--- src/rtl/billiard_motion_advance_assert.svh ---
// assertion macros for the billiard motion advance block
// included by the top level only
`ifndef BILLIARD_MOTION_ADVANCE_ASSERT_SVH
`define BILLIARD_MOTION_ADVANCE_ASSERT_SVH
// implication checked on every rising clock edge outside reset
`define BMA_ASSERT_IMP(label, clk, rstn, a, c) \
    label: assert property (@(posedge clk) disable iff (!rstn) (a) |-> (c)) \
        else $error("assertion failed");
// next-cycle implication
`define BMA_ASSERT_NEXT(label, clk, rstn, a, c) \
    label: assert property (@(posedge clk) disable iff (!rstn) (a) |=> (c)) \
        else $error("assertion failed");
`endif

--- src/rtl/bma_pkg.sv ---
// shared types and constants for the billiard motion advance block
// used by bma_divider, bma_mover, the top level and the testbench
package bma_pkg;
    localparam int MaxLegs = 64;
    localparam int FracBits = 16;
    localparam int LegW = $clog2(MaxLegs + 1);
    localparam int TimeW = 48;
    localparam int TqW = 33 + FracBits + 1;
    localparam int DivW = 32 + FracBits;

    localparam logic [2:0] REG_AREA_W = 3'd0;
    localparam logic [2:0] REG_AREA_H = 3'd1;
    localparam logic [2:0] REG_START_X = 3'd2;
    localparam logic [2:0] REG_START_Y = 3'd3;
    localparam logic [2:0] REG_VEL_X = 3'd4;
    localparam logic [2:0] REG_VEL_Y = 3'd5;

    typedef enum logic [3:0] {
        ST_IDLE, ST_LEG, ST_DIVX, ST_WAITX, ST_DIVY, ST_WAITY,
        ST_MULX, ST_MULY, ST_UPDATE, ST_DONE
    } state_t;

    // saturating negation of a signed 32-bit word
    function automatic logic [31:0] neg_sat(input logic [31:0] v);
        logic [31:0] r;
        r = (v == 32'h8000_0000) ? 32'h7FFF_FFFF : (~v + 32'd1);
        return r;
    endfunction
endpackage

--- src/rtl/bma_mover.sv ---
// one-axis displacement and clamp, registered after the multiplies
// depends on bma_pkg
module bma_mover (
    input  logic                     aclk,
    input  logic                     load,
    input  logic [31:0]              pos,
    input  logic [31:0]              vel,
    input  logic [bma_pkg::TqW-1:0]  t,
    input  logic [31:0]              lim,
    output logic [31:0]              new_pos
);
    localparam int F = bma_pkg::FracBits;
    logic [31:0] av;
    logic [63:0] p_hi_reg, p_lo_reg;
    logic        big_reg, neg_reg, zero_reg;
    logic [31:0] pos_reg, lim_reg;
    logic [64:0] disp;
    logic [35:0] disp_s;
    logic signed [37:0] np;
    logic [bma_pkg::TqW-F-1:0] hi;

    assign av = vel[31] ? (~vel + 32'd1) : vel;
    assign hi = t[bma_pkg::TqW-1:F];

    // two 32x32 products registered
    always_ff @(posedge aclk) begin
        if (load) begin
            p_hi_reg <= av * hi[31:0];
            p_lo_reg <= av * {{(32-F){1'b0}}, t[F-1:0]};
            big_reg <= |hi[bma_pkg::TqW-F-1:32];
            neg_reg <= vel[31];
            zero_reg <= (av == '0);
            pos_reg <= pos;
            lim_reg <= lim;
        end
    end

    // saturate, add, clamp
    always_comb begin
        disp = {1'b0, p_hi_reg} + {{(F+1){1'b0}}, p_lo_reg[63:F]};
        if (zero_reg) disp_s = '0;
        else if (big_reg || disp > 65'(64'h4_0000_0000)) disp_s = 36'h4_0000_0000;
        else disp_s = disp[35:0];
        if (neg_reg) np = $signed({6'd0, pos_reg}) - $signed({2'd0, disp_s});
        else np = $signed({6'd0, pos_reg}) + $signed({2'd0, disp_s});
        if (np > $signed({6'd0, lim_reg})) new_pos = lim_reg;
        else if (np < 0) new_pos = '0;
        else new_pos = np[31:0];
    end
endmodule

--- config.mk ---
export PLATFORM = sky130hd
export DESIGN_NAME = bma_mover
export DESIGN_NICKNAME = d
export VERILOG_FILES = /design/src/rtl/billiard_motion_advance_assert.svh /design/src/rtl/bma_pkg.sv /design/src/rtl/bma_mover.sv
export SDC_FILE = /design/constraint.sdc
export NUM_CORES = 2
export LEC_CHECK = 0
export ABC_CLOCK_PERIOD_IN_PS = 19400
export BUFFER_PORTS_ARGS = -buffer_cell sky130_fd_sc_hd__buf_4
export CAP_MARGIN = 20
export CORE_ASPECT_RATIO = 0.75
export CORE_MARGIN = 4
export CORE_UTILIZATION = 45
export DETAILED_ROUTE_END_ITERATION = 16
export GPL_TIMING_DRIVEN = 1
export MAX_ROUTING_LAYER = met4
export PLACE_DENSITY_LB_ADDON = 0.2
export SYNTH_ARGS = -nofsm -noshare
export SYNTH_HDL_FRONTEND = slang
export SYNTH_SLANG_ARGS = --single-unit
--- constraint.sdc ---
create_clock -name aclk -period 19.4 [get_ports aclk]
set_input_delay 5.82 -clock aclk [delete_from_list [all_inputs] [get_ports aclk]]
set_output_delay 5.82 -clock aclk [all_outputs]
set_load 0.05 [all_outputs]
==> results.py <==
metrics = {
    "run_status": {
        "status": "finished, final reports clean",
    },
    "sta": {
        "final_max_slew_viol_count": 0,
        "tightest_slew_ns": 1.05,
        "rsz0062_at_grt": "false",
        "slew_headroom_pct": 29.5,
        "min_period_ns": 17.03,
        "fmax_mhz": 58.7,
        "fin_crit_sh_pct": 87.8,
        "fin_setup_tns_ns": 0,
        "hold_violations": 0,
        "setup_viol": 0,
    },
    "clock_tree": {
        "clockRootBuffer": "clkbuf_16",
        "holdBufCountCts": 0,
        "clk_path_buf_depth": 2,
        "clkSinkCount": 163,
        "cts_resized": 0,
        "cts_setup_buffers": 0,
        "htree_levels": 4,
        "numCtsBuffers": 17,
        "cts_tree": "yes",
        "clk_pin_slew_ns": 0.07,
    },
    "min_path": {
        "worstHoldPathType": "input pin to flop",
    },
    "routing": {
        "vias_per_cell": 5.56,
        "antenna_left": 0,
        "drt-wirelength-per-cell_um": 22.4,
        "first_pass_iters": 6,
        "route.detailed.drc": 0,
        "vias": 48300,
        "drt-initial-drc-count": 3977,
        "wl_mm": 194,
    },
    "worst_setup_path": {
        "crit_slowest_cell": "and4_1",
        "worst_ep_arrival_time_ns": 11.21,
        "cp-start-kind": "flop",
        "required_ns": 13.58,
        "path_max_fanout": 22,
        "path_class": "flop to primary output",
        "critical-path-max-stage-delay_ns": 0.79,
        "crit_top_cell": "buf_4",
        "end_kind": "primary output",
    },
    "grt": {
        "first_global_vias": 50800,
        "grt_pass1_wl_mm": 304,
        "antenna_found_initial": 18,
        "grt_max_degree": 68,
        "grt_overflow": 0,
        "track_usage_pct": 28.4,
    },
    "logic_synthesis": {
        "yosys_register_bits": 163,
        "synth_nets": 8981,
        "synth-edff-count": 163,
        "synth_top_area_share_pct": 42.8,
        "synth_area_leader_cell": "fa_1",
        "synth.area.top_cells": "fa_1 43%, ha_1 10%, inv_1 9.0%",
        "synth.distinct_cells": 96,
        "syn_inst": 7008,
        "ys_warn_count": 0,
        "synth_area_per_cell_um2": 8.79,
        "mappedNetlistArea_um2": 61600,
        "synth-seq-area-share_pct": 7.95,
        "synth_ff_type": "edfxtp_1",
        "ys_async_sr_fraction_pct": 0,
    },
    "floorplan": {
        "core_area_um2": 136000,
        "dieWidth_um": 435,
        "start_util_pct": 45.3,
        "pin_count": 180,
        "dieArea_um2": 143000,
        "fp.dieH_um": 328,
        "rows": 117,
    },
    "place": {
        "io_buffers": 179,
        "place.gp.congestion": 0.971,
        "dpl.hpwl_mm": 149,
    },
    "cells_and_area": {
        "drive_gt1_share_pct": 5.72,
        "final.fill_count": 13300,
        "areaGrowthSynthToFinish_pct": 5.41,
        "nets": 8853,
        "largest_reg_flops": 64,
    },
    "run": {
        "maxCapViolCount": 0,
    },
}
[cell type report]
cell class,instances,area (um^2),share of cell area [%]
multi-input cells,4980,49800,76.7
inverters,1474,5530,8.53
flip-flops and latches,163,4890,7.54
well taps,1785,2230,3.44
repair buffers,244,1860,2.87
clock buffers,17,425,0.655
clock inverters,15,133,0.204
diodes,8,20.0,0.0308
[cell usage after synthesis (all sizes together) (8+ instances only)]
cell    instances
edfxtp        163
nand3          86
inv          1473
o21ai         154
and4           13
ha            509
a21oi         188
nand2b         32
a31oi          16
clkbuf        354
and3           23
o41ai          11
o21bai         22
nor4           27
a21o           72
or3            31
nor2          166
or2            12
or4            18
nand2        1334
nor2b          47
and2          345
mux2i          14
xnor2         118
fa           1316
o31ai          50
buf            36
o21a           33
a211oi         17
nor3           63
xor2           61
o211ai         21
a31o            8
nand4          63
[path summary, 6_finish.rpt]
path  slack, ns          to  cells after the start         from
min        5.53  lim_reg[3]                      1       lim[3]
max        2.37  new_pos[9]                     41  p_hi_reg[0]
[critical path: cells and delay by family (launching register included)]
family | cells | cell delay, ns
AO/OA/AOI/OAI | 18 | 4.45
XOR/XNOR | 2 | 0.31
adder cells (fa/ha/maj) | 4 | 1.30
buffers and inverters | 4 | 1.12
flip-flops | 1 | 0.37
multiplexers | 1 | 0.18
AND/OR/NAND/NOR | 12 | 2.97
[metrics by stage]
stage / setup slack [ns] / util, % / instances / hold WS [ns] / area, um^2
global route: 1.49 / 47.8 / 8686 / 5.49 / 64900
floorplan: 3.70 / - / 7008 / 5.92 / 61600
detailed placement: 2.17 / 47.3 / 8645 / 6.00 / 64300
finish: 2.37 / 47.8 / 8686 / 5.53 / 64900
global placement: 2.27 / 47.3 / 8645 / 6.00 / 64300
CTS: 2.53 / 47.7 / 8677 / 5.49 / 64900
[cell usage in the layout, fill, tap and decap left out, types with 11 or more instances in the layout]
master,instances
inv_1,1473
nand2_1,1334
fa_1,1316
ha_1,509
and2_1,345
buf_4,241
a21oi_1,188
nor2_1,164
edfxtp_1,163
o21ai_0,145
xnor2_1,90
a21o_1,72
nand3_1,65
nor3_1,63
xor2_1,60
nand4_1,59
nor2b_1,47
o21a_1,33
nand2b_1,32
or3_1,30
o31ai_1,29
xnor2_2,28
nor4_1,26
and3_1,22
o21bai_1,22
o211ai_1,21
nand3_2,21
o31ai_2,20
a211oi_1,17
clkbuf_16,17
a31oi_1,16
or4_1,15
mux2i_1,13
and4_1,13
o41ai_1,11
or2_2,11
[kinds of logic after synthesis]
family / Yosys count / synth area share, %
adder cells (fa/ha/maj): 1825 / 53.1
multiplexers: 17 / 0.289
AO/OA/AOI/OAI: 685 / 7.40
flip-flops: 163 / 7.95
buffers and inverters: 1865 / 11.6
XOR/XNOR: 179 / 2.55
AND/OR/NAND/NOR: 2274 / 17.1
[metal layers]
| layer | vias to the layer above | global-route usage (%) | routed length, um |
|---|---|---|---|
| met3 | 299 | 5.18 | 17300 |
| met2 | 2106 | 42.3 | 85400 |
| met4 | 0 | 7.32 | 5630 |
| met1 | 24800 | 40.3 | 85900 |
| met5 | - | - | 0 |
| li1 | 21100 | - | - |
Power is left out: the tool's default activity adds up to more than one toggle a clock period on the data nets, which glitch-free logic cannot reach.
