==> src/rtl/billiard_motion_advance_assert.svh <==
// assertion macros for the billiard motion advance block
// included by the top level only
`ifndef BILLIARD_MOTION_ADVANCE_ASSERT_SVH
`define BILLIARD_MOTION_ADVANCE_ASSERT_SVH
// implication checked on every rising clock edge outside reset
`define BMA_ASSERT_IMP(label, clk, rstn, a, c) \
    label: assert property (@(posedge clk) disable iff (!rstn) (a) |-> (c)) \
        else $error("assertion failed");
// next-cycle implication
`define BMA_ASSERT_NEXT(label, clk, rstn, a, c) \
    label: assert property (@(posedge clk) disable iff (!rstn) (a) |=> (c)) \
        else $error("assertion failed");
`endif

==> src/rtl/bma_pkg.sv <==
// shared types and constants for the billiard motion advance block
// used by bma_divider, bma_mover, the top level and the testbench
package bma_pkg;
    localparam int MaxLegs = 64;
    localparam int FracBits = 16;
    localparam int LegW = $clog2(MaxLegs + 1);
    localparam int TimeW = 48;
    localparam int TqW = 33 + FracBits + 1;
    localparam int DivW = 32 + FracBits;

    localparam logic [2:0] REG_AREA_W = 3'd0;
    localparam logic [2:0] REG_AREA_H = 3'd1;
    localparam logic [2:0] REG_START_X = 3'd2;
    localparam logic [2:0] REG_START_Y = 3'd3;
    localparam logic [2:0] REG_VEL_X = 3'd4;
    localparam logic [2:0] REG_VEL_Y = 3'd5;

    typedef enum logic [3:0] {
        ST_IDLE, ST_LEG, ST_DIVX, ST_WAITX, ST_DIVY, ST_WAITY,
        ST_MULX, ST_MULY, ST_UPDATE, ST_DONE
    } state_t;

    // saturating negation of a signed 32-bit word
    function automatic logic [31:0] neg_sat(input logic [31:0] v);
        logic [31:0] r;
        r = (v == 32'h8000_0000) ? 32'h7FFF_FFFF : (~v + 32'd1);
        return r;
    endfunction
endpackage

==> src/rtl/bma_divider.sv <==
// shared restoring divider, one quotient bit per cycle, ceiling result
// depends on bma_pkg
module bma_divider (
    input  logic                          aclk,
    input  logic                          aresetn,
    input  logic                          start,
    input  logic [bma_pkg::DivW-1:0]      dividend,
    input  logic [31:0]                   divisor,
    output logic                          busy,
    output logic                          done,
    output logic [bma_pkg::DivW-1:0]      quotient
);
    localparam int CntW = $clog2(bma_pkg::DivW + 1);
    logic [bma_pkg::DivW-1:0] q_reg, q_next;
    logic [32:0] r_reg, r_next;
    logic [31:0] d_reg, d_next;
    logic [CntW-1:0] cnt_reg, cnt_next;
    logic busy_reg, busy_next, done_reg, done_next;
    logic [32:0] trial;
    logic [32:0] shifted;

    // one restoring step, then round up on a nonzero remainder
    always_comb begin
        q_next = q_reg;
        r_next = r_reg;
        d_next = d_reg;
        cnt_next = cnt_reg;
        busy_next = busy_reg;
        done_next = 1'b0;
        shifted = {r_reg[31:0], q_reg[bma_pkg::DivW-1]};
        trial = shifted - {1'b0, d_reg};
        if (start) begin
            q_next = dividend;
            r_next = '0;
            d_next = divisor;
            cnt_next = CntW'(bma_pkg::DivW);
            busy_next = 1'b1;
        end else if (busy_reg) begin
            if (cnt_reg == '0) begin
                if (r_reg != '0) q_next = q_reg + 1'b1;
                busy_next = 1'b0;
                done_next = 1'b1;
            end else begin
                if (!trial[32]) begin
                    r_next = trial;
                    q_next = {q_reg[bma_pkg::DivW-2:0], 1'b1};
                end else begin
                    r_next = shifted;
                    q_next = {q_reg[bma_pkg::DivW-2:0], 1'b0};
                end
                cnt_next = cnt_reg - 1'b1;
            end
        end
    end

    always_ff @(posedge aclk) begin
        if (!aresetn) begin
            busy_reg <= 1'b0;
            done_reg <= 1'b0;
            cnt_reg <= '0;
        end else begin
            busy_reg <= busy_next;
            done_reg <= done_next;
            cnt_reg <= cnt_next;
        end
        q_reg <= q_next;
        r_reg <= r_next;
        d_reg <= d_next;
    end

    assign busy = busy_reg;
    assign done = done_reg;
    assign quotient = q_reg;
endmodule

==> config.mk <==
export PLATFORM = sky130hd
export DESIGN_NAME = bma_divider
export DESIGN_NICKNAME = d
export VERILOG_FILES = /design/src/rtl/billiard_motion_advance_assert.svh /design/src/rtl/bma_pkg.sv /design/src/rtl/bma_divider.sv
export SDC_FILE = /design/constraint.sdc
export NUM_CORES = 1
export LEC_CHECK = 0
export ABC_AREA = 1
export BUFFER_PORTS_ARGS = -buffer_cell sky130_fd_sc_hd__buf_2
export CAP_MARGIN = 20
export CORE_MARGIN = 2
export CORE_UTILIZATION = 56
export DETAILED_ROUTE_END_ITERATION = 10
export GPL_TIMING_DRIVEN = 0
export PLACE_DENSITY = 0.76
export SETUP_SLACK_MARGIN = 0.2
export SYNTH_ARGS = -nofsm -noshare
export SYNTH_HDL_FRONTEND = slang
export SYNTH_SLANG_ARGS = --single-unit
==> constraint.sdc <==
create_clock -name aclk -period 6.6 [get_ports aclk]
set_clock_uncertainty 0.2 [all_clocks]
set_input_delay 0.66 -clock aclk [delete_from_list [all_inputs] [get_ports aclk]]
set_output_delay 0.66 -clock aclk [all_outputs]
set_load 0.02 [all_outputs]
==> impl_metrics.env <==
export IMPL_status="finished, final reports clean"
export IMPL_clock_latency_ns=0.43
export IMPL_min_period_over_period=0.651
export IMPL_clk_path_buf_depth=2
export IMPL_post_dp_hpwl_um=23900
export IMPL_first_pass_iters=6
export IMPL_crit_path_end_kind="flop"
export IMPL_clkPwrFrac=0.393
export IMPL_min_path_type="primary input to flop"
export IMPL_viasPerCell=5.54
export IMPL_final_nets=1672
export IMPL_antenna_cells=0
export IMPL_vias=9864
export IMPL_clock_sinks=121
export IMPL_htreeDepth=4
export IMPL_synth_edf_count=80
export IMPL_drive_gt1_frac=0.128
export IMPL_yosys_warnings=0
export IMPL_yosysSeqAreaShare=0.354
export IMPL_setup_ws_ns=2.31
export IMPL_fmax_ghz=0.233
export IMPL_slew_headroom=0.445
export IMPL_switching_power_uw=817
export IMPL_rr_worst_depth=18
export IMPL_drv_cap=0
export IMPL_cp_start_kind="flop"
export IMPL_initial_core_util=0.573
export IMPL_grt_max_degree=34
export IMPL_p_leak_nw=5.31
export IMPL_dieArea_um2=17300
export IMPL_ant_nets=0
export IMPL_largest_register_ffs=48
export IMPL_drc=0
export IMPL_die_h_um=131
export IMPL_drt_iter0_markers=1317
export IMPL_syn_to_final_growth_pct=17.5
export IMPL_grt_pass1_wl_um=48200
export IMPL_final_max_slew_viol_count=0
export IMPL_hold_viol=0
export IMPL_cts_tree="yes"
export IMPL_combPwrFrac=0.210
export IMPL_post_cts_resized=0
export IMPL_crit_arrival_ns=4.41
export IMPL_synth_seq_cells=121
export IMPL_num_rows=46
export IMPL_p_int_mw=1.62
export IMPL_yosys_area_top_type_share=0.264
export IMPL_r2r_end="r_reg[25]$_SDFFE_PP0P_"
export IMPL_syn_nets=1519
export IMPL_hp_start="divisor[16]"
export IMPL_routedWlPerCell_um=17.5
export IMPL_holdWs_ns=0.203
export IMPL_pwr_share_seq=0.398
export IMPL_finalSetupViolations=0
export IMPL_fin_cells=1782
export IMPL_async_flop_share=0
export IMPL_utilization=0.673
export IMPL_grt_use_total=0.358
export IMPL_fp_dieW_um=131
export IMPL_power_density_nw_per_um2=228
export IMPL_ios=133
export IMPL_switching_share=0.335
export IMPL_cts_hold_buffers=0
export IMPL_hold_end="d_reg[16]$_DFFE_PP_"
export IMPL_grt_overflow=0
export IMPL_yosysTopAreaCell="edfxtp_1"
export IMPL_cts_setup_buffers=0
export IMPL_critPathKind="flop to flop"
export IMPL_finalCriticalPeriod_ns=4.29
export IMPL_worst_slew_pin_slew_ns=0.826
export IMPL_dp_cells=1750
export IMPL_required_ns=6.72
export IMPL_port_buffers=132
export IMPL_cts_buffers=17
export IMPL_yosys_cell_types_count=43
export IMPL_synth_main_ff_cell="edfxtp_1"
export IMPL_rr_startpoint="quotient[47]$_DFFE_PP_"
export IMPL_antenna_found_initial=0
export IMPL_ir_drop_mv=0.192
export IMPL_syn_area_um2=9100
export IMPL_crit_path_max_fanout=10
export IMPL_r2r_slack_ns=2.31
export IMPL_fill_cells=1463
export IMPL_clkSlewWorstSetupHoldPaths_ns=0.06
export IMPL_core_area_um2=15900
export IMPL_grt_pass1_vias=8950
export IMPL_syn_avg_cell_area_um2=6.50
export IMPL_synth_cells=1400
export IMPL_synthTopCellsByArea="edfxtp_1 (26%), nand2_1 (20%), dfxtp_1 (9.0%), inv_1 (8.6%), nor2_1 (6.4%)"
export IMPL_rsz0062_at_grt="false"
export IMPL_finalSetupTns_ns=0
export IMPL_dp_slack_ns=2.42
export IMPL_cts_root_buf="clkbuf_16"
export IMPL_routed_wl_um=31100
export IMPL_worstHoldPathCells=1
export IMPL_routabilityCongestion=0.977
-- worst max-delay path, stage by stage (launching register included) --
cell	delay [ns]
edfxtp_1	0.47
inv_1	0.13
ha_1	0.20
fa_1	0.25
inv_1	0.07
nand3_1	0.06
nand3_1	0.16
nand2_1	0.12
nand3_1	0.21
nand2_1	0.19
nand2_1	0.09
nand2_1	0.07
nand3_1	0.11
ha_1	0.33
clkbuf_1	0.41
buf_1	0.66
nand3_1	0.27
nand2_1	0.13
nand2_1	0.05
-- Yosys cell counts (2+ instances only) --
master and number:
nor2_1 155, nor2_4 7, ha_1 35, a21oi_1 55, o21bai_1 3, xor2_1 24, o22ai_1 6, nand2_2 2
and2_1 3, nor3_1 22, inv_2 3, dfxtp_1 41, nand3_1 93, o211ai_1 8, nand4_1 26, xnor2_1 6
or2_0 2, nor4_1 6, clkbuf_1 15, inv_1 209, buf_1 4, edfxtp_1 80, nand2_1 489, nand3b_1 2
or2_2 5, buf_2 11, a31oi_1 3, nand3_2 2, o21ai_0 64, o21ai_1 6
-- routing by layer --
metal	GRT usage	vias to the layer above	share of wire
met3	0.0729	58	0.11
met2	0.538	533	0.43
met1	0.525	4478	0.44
li1	-	4795	-
met5	0	-	0
met4	0.0948	0	0.021
-- cell families (layout without fill, tap and decap cells) --
| group | after synthesis | count (layout) | synth area share |
|---|---|---|---|
| and+or+nand+nor | 817 | 817 | 0.374 |
| DFF | 121 | 121 | 0.354 |
| AOI/OAI and AO/OA | 150 | 150 | 0.0882 |
| xor gates and xnor gates | 30 | 30 | 0.0289 |
| adders and majority gates | 36 | 36 | 0.0503 |
| buffers and inverters | 245 | 411 | 0.103 |
| muxes | 1 | 1 | 0.00110 |
-- worst max path at each step --
| stage | start | to | slack [ns] | cells after the start |
|---|---|---|---|---|
| 4_1_cts | quotient[47]$_DFFE_PP_ | r_reg[25]$_SDFFE_PP0P_ | 2.39 | 18 |
| 5_1_grt | quotient[47]$_DFFE_PP_ | r_reg[20]$_SDFFE_PP0P_ | 2.12 | 18 |
| 3_3_place_gp | cnt_reg[0]$_SDFFE_PP0P_ | quotient[1]$_DFFE_PP_ | -0.77 | 10 |
| 2_1_floorplan | cnt_reg[0]$_SDFFE_PP0P_ | quotient[0]$_DFFE_PP_ | 1.38 | 10 |
| 6_report | quotient[47]$_DFFE_PP_ | r_reg[25]$_SDFFE_PP0P_ | 2.31 | 18 |
| 3_5_place_dp | quotient[47]$_DFFE_PP_ | r_reg[25]$_SDFFE_PP0P_ | 2.42 | 18 |
-- per-stage QoR --
step	instance area [um2]	power, mW
after global routing	10700	2.52
final	10700	2.44
after floorplan	9100	1.28
after CTS	10700	2.43
after detailed placement	10100	1.48
after global placement	10000	1.47
-- power by group through the flow --
| stage | Combinational [mW] | Clock [mW] | Sequential (mW) |
|---|---|---|---|
| after CTS | 0.501 | 0.962 | 0.966 |
| after floorplan | 0.264 | 0 | 1.01 |
| after global routing | 0.556 | 0.991 | 0.978 |
| final | 0.512 | 0.959 | 0.970 |
| after detailed placement | 0.496 | 0 | 0.981 |
| after global placement | 0.480 | 0 | 0.987 |
-- area by class of cell --
type | count | area (um2) | area share
Tap cell | 216 | 270 | 0.0253
Sequential cell | 121 | 3220 | 0.301
Clock inverter | 13 | 129 | 0.0120
Buffer | 32 | 139 | 0.0130
Inverter | 213 | 800 | 0.0747
Multi-Input combinational cell | 1034 | 4950 | 0.463
Clock buffer | 19 | 475 | 0.0444
Timing Repair Buffer | 134 | 708 | 0.0662
-- placed cells by master (no fill, tap or decap), types with 7 or more instances in the layout --
cell,instances
nand4_1,26
nor3_1,22
a21oi_1,55
buf_2,143
o211ai_1,8
nor2_4,7
clkbuf_16,19
xor2_1,24
nand3_1,93
o21ai_0,63
inv_1,209
nor2_1,155
dfxtp_1,41
clkbuf_1,15
ha_1,35
edfxtp_1,80
nand2_1,489
No activity file was read; power rests on OpenSTA's default activity.
